<file path="config.mk">
export PLATFORM = sky130hd
export DESIGN_NAME = format_spec_parser_core
export DESIGN_NICKNAME = d
export VERILOG_FILES = /design/src/rtl/fsp_pkg.sv /design/src/rtl/format_spec_parser_core.sv
export SDC_FILE = /design/constraint.sdc
export NUM_CORES = 1
export LEC_CHECK = 0
export BUFFER_PORTS_ARGS = -buffer_cell sky130_fd_sc_hd__buf_2
export CORE_UTILIZATION = 59
export DETAILED_ROUTE_END_ITERATION = 10
export PLACE_DENSITY = 0.8
export SLEW_MARGIN = 25
export SYNTH_ARGS = -nofsm -noshare
export SYNTH_HDL_FRONTEND = slang
export SYNTH_SLANG_ARGS = --single-unit
</file>
<file path="constraint.sdc">
create_clock -name clk -period 5.6 [get_ports clk]
set_clock_uncertainty 0.05 [all_clocks]
set_input_delay 0.84 -clock clk [delete_from_list [all_inputs] [get_ports clk]]
set_output_delay 0.84 -clock clk [all_outputs]
set_load 0.01 [all_outputs]
</file>
<file path="src/rtl/fsp_pkg.sv">
// ----------------------------------------------------------------------------
// fsp_pkg
// Types and character constants for the conversion specification parser.
// ----------------------------------------------------------------------------
package fsp_pkg;

    typedef enum logic [1:0] {
        PH_FLAGS = 2'd0,
        PH_WIDTH = 2'd1,
        PH_PREC  = 2'd2,
        PH_LEN   = 2'd3
    } phase_t;

    typedef enum logic [1:0] {
        ST_KNOWN   = 2'd0,
        ST_UNKNOWN = 2'd1,
        ST_END     = 2'd2
    } status_t;

    typedef struct packed {
        logic       hit;
        logic [3:0] idx;
    } type_hit_t;

    localparam logic [7:0]  CH_NUL   = 8'h00;
    localparam logic [7:0]  CH_PLUS  = 8'h2B;
    localparam logic [7:0]  CH_MINUS = 8'h2D;
    localparam logic [7:0]  CH_SHARP = 8'h23;
    localparam logic [7:0]  CH_SPACE = 8'h20;
    localparam logic [7:0]  CH_ZERO  = 8'h30;
    localparam logic [7:0]  CH_NINE  = 8'h39;
    localparam logic [7:0]  CH_DOT   = 8'h2E;
    localparam logic [7:0]  CH_H     = 8'h68;
    localparam logic [7:0]  CH_L     = 8'h6C;
    localparam logic [7:0]  CH_J     = 8'h6A;
    localparam logic [7:0]  CH_Z     = 8'h7A;

    localparam logic [15:0] SAT_MAX  = 16'hFFFF;

    localparam logic [4:0] FLAG_PLUS  = 5'b00001;
    localparam logic [4:0] FLAG_MINUS = 5'b00010;
    localparam logic [4:0] FLAG_SHARP = 5'b00100;
    localparam logic [4:0] FLAG_SPACE = 5'b01000;
    localparam logic [4:0] FLAG_ZERO  = 5'b10000;

    localparam logic [5:0] LEN_H  = 6'b000001;
    localparam logic [5:0] LEN_HH = 6'b000010;
    localparam logic [5:0] LEN_L  = 6'b000100;
    localparam logic [5:0] LEN_LL = 6'b001000;
    localparam logic [5:0] LEN_J  = 6'b010000;
    localparam logic [5:0] LEN_Z  = 6'b100000;

    // "sSpdDioOuUxXcCn%"
    localparam logic [7:0] TYPE_TABLE [16] = '{
        8'h73, 8'h53, 8'h70, 8'h64, 8'h44, 8'h69, 8'h6F, 8'h4F,
        8'h75, 8'h55, 8'h78, 8'h58, 8'h63, 8'h43, 8'h6E, 8'h25
    };

    function automatic type_hit_t type_lookup(input logic [7:0] c);
        type_hit_t r;
        r = '0;
        for (int i = 15; i >= 0; i--) begin
            if (TYPE_TABLE[i] == c) begin
                r.hit = 1'b1;
                r.idx = 4'(i);
            end
        end
        return r;
    endfunction

    function automatic logic [4:0] flag_of(input logic [7:0] c);
        logic [4:0] f;
        case (c)
            CH_PLUS:  f = FLAG_PLUS;
            CH_MINUS: f = FLAG_MINUS;
            CH_SHARP: f = FLAG_SHARP;
            CH_SPACE: f = FLAG_SPACE;
            CH_ZERO:  f = FLAG_ZERO;
            default:  f = 5'b00000;
        endcase
        return f;
    endfunction

    function automatic logic [15:0] sat_acc(input logic [15:0] acc, input logic [7:0] c);
        logic [19:0] v;
        v = {1'b0, acc, 3'b000} + {3'b000, acc, 1'b0} + {16'd0, 4'(c - CH_ZERO)};
        return (v > {4'd0, SAT_MAX}) ? SAT_MAX : v[15:0];
    endfunction

endpackage

</file>
<file path="src/rtl/format_spec_parser_core.sv">
// ----------------------------------------------------------------------------
// format_spec_parser_core
// Parses the bytes after a percent sign into one conversion specification.
// ----------------------------------------------------------------------------
// Takes one byte per cycle and sustains one word per clock, but for the stall
// named below. A byte passes an input register, then a single update of the
// phase and accumulator state; a terminating byte (table type, unexpected
// byte or NUL) loads the result register and clears the state for the next
// specification. The input stage stalls only when a result is due and the
// result register is still held by a stalled consumer.
module format_spec_parser_core (
    input  logic        clk,
    input  logic        rst_n,
    input  logic        in_valid,
    output logic        in_ready,
    input  logic [7:0]  ch,
    output logic        out_valid,
    input  logic        out_ready,
    output logic [1:0]  status,
    output logic [3:0]  type_code,
    output logic [7:0]  bad_char,
    output logic [4:0]  flag_bits,
    output logic [15:0] field_width,
    output logic        dot_seen,
    output logic        precision_given,
    output logic [15:0] precision_value,
    output logic [5:0]  length_bits
);
    import fsp_pkg::*;

    logic        in_valid_reg;
    logic [7:0]  ch_reg;

    phase_t      phase_reg, phase_next;
    logic [4:0]  flags_reg, flags_next;
    logic [15:0] width_reg, width_next;
    logic [15:0] prec_reg, prec_next;
    logic        dot_reg, dot_next;
    logic        pdig_reg, pdig_next;
    logic [5:0]  len_reg, len_next;
    logic        last_h_reg, last_h_next;
    logic        last_l_reg, last_l_next;

    logic        out_valid_reg;
    logic [1:0]  status_reg, status_next;
    logic [3:0]  type_reg, type_next;
    logic [7:0]  bad_reg, bad_next;
    logic [4:0]  oflags_reg;
    logic [15:0] owidth_reg;
    logic        odot_reg;
    logic        opdig_reg;
    logic [15:0] oprec_reg;
    logic [5:0]  olen_reg, olen_final;

    logic        is_digit, is_len, term, advance, out_free;
    logic [4:0]  fbit;
    logic [5:0]  len_take;
    type_hit_t   th;

    assign is_digit = (ch_reg >= CH_ZERO) && (ch_reg <= CH_NINE);
    assign is_len   = (ch_reg == CH_H) || (ch_reg == CH_L) || (ch_reg == CH_J)
                   || (ch_reg == CH_Z);
    assign fbit     = flag_of(ch_reg);
    assign th       = type_lookup(ch_reg);

    always_comb
    begin
        len_take = len_reg;
        if (last_h_reg)
            len_take = len_take | ((ch_reg == CH_H) ? LEN_HH : LEN_H);
        if (last_l_reg)
            len_take = len_take | ((ch_reg == CH_L) ? LEN_LL : LEN_L);
        if (ch_reg == CH_J)
            len_take = len_take | LEN_J;
        if (ch_reg == CH_Z)
            len_take = len_take | LEN_Z;
    end

    always_comb
    begin
        phase_next  = phase_reg;
        flags_next  = flags_reg;
        width_next  = width_reg;
        prec_next   = prec_reg;
        dot_next    = dot_reg;
        pdig_next   = pdig_reg;
        len_next    = len_reg;
        last_h_next = last_h_reg;
        last_l_next = last_l_reg;
        term        = 1'b0;
        case (phase_reg)
            PH_WIDTH:
            begin
                if (is_digit)
                    width_next = sat_acc(width_reg, ch_reg);
                else if (ch_reg == CH_DOT)
                begin
                    dot_next   = 1'b1;
                    phase_next = PH_PREC;
                end
                else if (!is_len)
                    term = 1'b1;
            end
            PH_PREC:
            begin
                if (is_digit)
                begin
                    prec_next = sat_acc(prec_reg, ch_reg);
                    pdig_next = 1'b1;
                end
                else if (!is_len)
                    term = 1'b1;
            end
            PH_LEN:
            begin
                if (!is_len)
                    term = 1'b1;
            end
            default:
            begin
                if (fbit != 5'b00000)
                    flags_next = flags_reg | fbit;
                else if (is_digit)
                begin
                    width_next = sat_acc(16'd0, ch_reg);
                    phase_next = PH_WIDTH;
                end
                else if (ch_reg == CH_DOT)
                begin
                    dot_next   = 1'b1;
                    phase_next = PH_PREC;
                end
                else if (!is_len)
                    term = 1'b1;
            end
        endcase

        if (is_len && !term && !(phase_reg == PH_WIDTH && is_digit)
            && !(phase_reg == PH_PREC && is_digit)
            && !((phase_reg == PH_FLAGS) && (fbit != 5'b00000)))
        begin
            len_next    = len_take;
            last_h_next = (ch_reg == CH_H);
            last_l_next = (ch_reg == CH_L);
            phase_next  = PH_LEN;
        end

        if (term)
        begin
            phase_next  = PH_FLAGS;
            flags_next  = '0;
            width_next  = '0;
            prec_next   = '0;
            dot_next    = 1'b0;
            pdig_next   = 1'b0;
            len_next    = '0;
            last_h_next = 1'b0;
            last_l_next = 1'b0;
        end
    end

    always_comb
    begin
        olen_final = len_reg | (last_h_reg ? LEN_H : 6'd0) | (last_l_reg ? LEN_L : 6'd0);
        status_next = ST_UNKNOWN;
        type_next   = 4'd0;
        bad_next    = ch_reg;
        if (ch_reg == CH_NUL)
        begin
            status_next = ST_END;
            bad_next    = 8'd0;
        end
        else if (th.hit)
        begin
            status_next = ST_KNOWN;
            type_next   = th.idx;
            bad_next    = 8'd0;
        end
    end

    assign out_free = !out_valid_reg || out_ready;
    assign advance  = in_valid_reg && (!term || out_free);
    assign in_ready = !in_valid_reg || advance;

    always_ff @(posedge clk or negedge rst_n)
    begin
        if (!rst_n)
        begin
            in_valid_reg  <= 1'b0;
            out_valid_reg <= 1'b0;
            phase_reg     <= PH_FLAGS;
            flags_reg     <= '0;
            width_reg     <= '0;
            prec_reg      <= '0;
            dot_reg       <= 1'b0;
            pdig_reg      <= 1'b0;
            len_reg       <= '0;
            last_h_reg    <= 1'b0;
            last_l_reg    <= 1'b0;
        end
        else
        begin
            if (in_ready)
                in_valid_reg <= in_valid;
            if (advance)
            begin
                phase_reg  <= phase_next;
                flags_reg  <= flags_next;
                width_reg  <= width_next;
                prec_reg   <= prec_next;
                dot_reg    <= dot_next;
                pdig_reg   <= pdig_next;
                len_reg    <= len_next;
                last_h_reg <= last_h_next;
                last_l_reg <= last_l_next;
            end
            if (advance && term)
                out_valid_reg <= 1'b1;
            else if (out_ready)
                out_valid_reg <= 1'b0;
        end
    end

    always_ff @(posedge clk)
    begin
        if (in_ready && in_valid)
            ch_reg <= ch;
        if (advance && term)
        begin
            status_reg <= status_next;
            type_reg   <= type_next;
            bad_reg    <= bad_next;
            oflags_reg <= flags_reg;
            owidth_reg <= width_reg;
            odot_reg   <= dot_reg;
            opdig_reg  <= pdig_reg;
            oprec_reg  <= prec_reg;
            olen_reg   <= olen_final;
        end
    end

    assign out_valid       = out_valid_reg;
    assign status          = status_reg;
    assign type_code       = type_reg;
    assign bad_char        = bad_reg;
    assign flag_bits       = oflags_reg;
    assign field_width     = owidth_reg;
    assign dot_seen        = odot_reg;
    assign precision_given = opdig_reg;
    assign precision_value = oprec_reg;
    assign length_bits     = olen_reg;

endmodule

</file>
==> metrics.csv <==
metric,value,unit
share of the synthesized area in the top cell type,0.296,
maximum buffer depth of the clock tree,2,
final critical path time including I/O delays and setup,3960,ps
number of global-route vias before repair,4927,
most frequent cell after synthesis,edfxtp_1,
total via count after detailed routing,5131,
distinct cell type count after synthesis,77,
number of iterations in the first detailed-routing pass,5,
total die area,11900,um2
cell area after layout,7780,um2
Die W,109,um
DRC viols,0,
path category of the worst min-delay check,register to register,
post-DP HPWL,10.6,mm
fraction of final layout cells sized beyond drive strength 1,0.185,
"Period Utilization, post-route",0.707,
Iter 0 DRT Violations,296,
ranking of synthesized cells by instance count,"67 x edfxtp_1, 62 x ha_1, 51 x dfrtp_1, 39 x nand2_1, 35 x nor2_1",
post-route ant nets,0,
relative slew slack,0.440,
latest clock arrival within the worst-skew pair,410,ps
placed cell area,7240,um2
result of the run,"finished, final reports clean",
netlist area before placement,6790,um2
antenna violations before repair,0,
die extent in y,109,um
Worst Setup End Kind,register,
I/O pins,73,
total power density per cell area,320,nW/um2
synthesized flop and latch total,118,
CTS Hold Buffers Added,0,
Total Negative Setup Slacks,0,ps
initial core utilization,0.616,
cell depth of the worst flop-to-flop path,9,
H-tree Lvls,4,
Inst Count DP,790,
static leakage power,3.62,nW
Clock Sinks,118,
number of buffers inserted by port buffering,72,
Worst setup SP type,register,
final design utilization,0.705,
hold path depth,0,
reg-to-reg setup timing slack,1640,ps
largest net degree at the start of global routing,52,
number of enable flip-flop cells after synthesis,67,
grt ovf,0,
Routability Congestion,0.948,
number of resized instances in the post-cts repair step,0,
Nets,747,
first-pass GRT wire length,24.4,mm
count of endpoints failing hold in the final timing report,0,
class of the most critical setup path,register to register,
Core ar.,11000,um2
share of flip-flops with an asynchronous set or reset,0.432,
maximum frequency from static timing analysis,253,MHz
most instantiated flip-flop cell in the synthesis netlist,edfxtp_1,
Synth-to-Final Area Change,14.5,%
"Cell Count, Final, Fillers Out",822,
power consumption,2.49,mW
total wire length,14.9,mm
worst endpoint data arrival time,4180,ps
clock transition time at the flip-flop clock pins of the worst setup and hold paths,50,ps
cell count after synthesis,599,
peak ir drop on the vdd network,207,uV
largest cells by area after synthesis,"edfxtp_1 30%, dfrtp_1 19%, ha_1 11%, a21oi_1 2.4%, nand2_1 2.2%",
library cell occupying the most area in the post-synthesis netlist,edfxtp_1,
pin slew with the least headroom to its limit,837,ps
final setup fails,0,
number of inserted filler cells in the final layout,802,
Yosys Warn Count,0,
global router's overall resource usage,0.266,
post-detailed-route wirelength per cell,18.1,um
CP Data Required Time,5830,ps
Worst Path Max Fanout,21,
RSZ-0062 raised after global routing,no,
floorplan row count,38,
total nets after synthesis,677,
cell at the root of the clock tree,clkbuf_16,
clock tree from TritonCTS,done,
postcts setup bufs,0,
sequential share of the synthesized area,0.484,
count of final max-slew check failures,0,
Max Cap Viol,0,
number of buffers added by the clock tree synthesis step,17,
ratio of routed vias to standard cells,6.24,
average instance area after synthesis,11.3,um2
number of antenna cells inserted,0,
-- worst max-delay path: stages, from the launching register on --
cell	delay (ps)
edfxtp_1	850
fa_1	570
fa_1	490
a211oi_1	310
o21ai_0	210
a221o_1	370
a311o_1	290
o21ai_2	180
nand2_1	280
a2bb2oi_1	230
-- final timing paths --
| path | from | to |
|---|---|---|
| max | ch_reg[3] | prec_reg[8] |
| min | flags_reg[1] | flag_bits[1] |
| max reg2reg | ch_reg[3] | prec_reg[8] |
| min reg2reg | flags_reg[1] | flag_bits[1] |
| max in group asynchronous | rst_n | phase_reg[1] |
| min in group asynchronous | rst_n | len_reg[5] |
-- per-layer routing --
metal | track usage | vias to the layer above | routed length [um]
met5 | 0 | - | 0
met4 | 0.0848 | 0 | 190
met3 | 0.0480 | 20 | 635
met2 | 0.446 | 156 | 7430
met1 | 0.351 | 2503 | 6630
li1 | - | 2452 | -
-- where the power goes --
part           internal, mW  total [mW]  leakage (nW)  switching (mW)
clock                 0.640       0.992         0.269           0.352
sequential             1.04        1.11          1.37          0.0748
combinational         0.142       0.383          1.98           0.241
total                  1.82        2.49          3.62           0.668
-- layout make-up --
cell class	instances	area, um2	area share
flip-flops and latches	118	3290	0.423
clock inverters	6	53.8	0.00692
clock buffers	26	489	0.0629
repair buffers	77	398	0.0512
multi-input cells	444	3330	0.429
well taps	140	175	0.0225
inverters	11	41.3	0.00531
-- stage by stage --
stage	setup WS, ps	hold WS [ps]
after floorplan	1590	375
after global placement	1820	388
after detailed placement	1730	394
after CTS	1710	400
after global routing	1370	408
final	1640	392
-- layout by cell type, fill, tap and decap left out, types with 8 or more instances in the layout --
cell type / count
a211oi_1: 9
a21o_1: 9
a21oi_1: 33
a221o_1: 14
a2bb2oi_1: 8
a31oi_1: 21
and2_1: 15
buf_2: 72
clkbuf_16: 17
dfrtp_1: 51
edfxtp_1: 67
ha_1: 62
inv_1: 10
nand2_1: 39
nand2b_1: 11
nand3_1: 15
nor2_1: 35
nor2b_1: 9
nor3_1: 11
o21ai_0: 24
xnor2_1: 16
-- kinds of logic (layout without fill, tap and decap cells) --
logic type	Yosys count	in the layout	share of synthesized area
buffers and inverters	37	120	0.0251
multiplexers	1	1	0.00166
AO/OA/AOI/OAI	171	171	0.184
XOR/XNOR	22	22	0.0284
adder cells (fa/ha/maj)	66	66	0.126
flip-flops	118	118	0.484
AND/OR/NAND/NOR	184	184	0.150
Power figures use the tool's default switching activity.
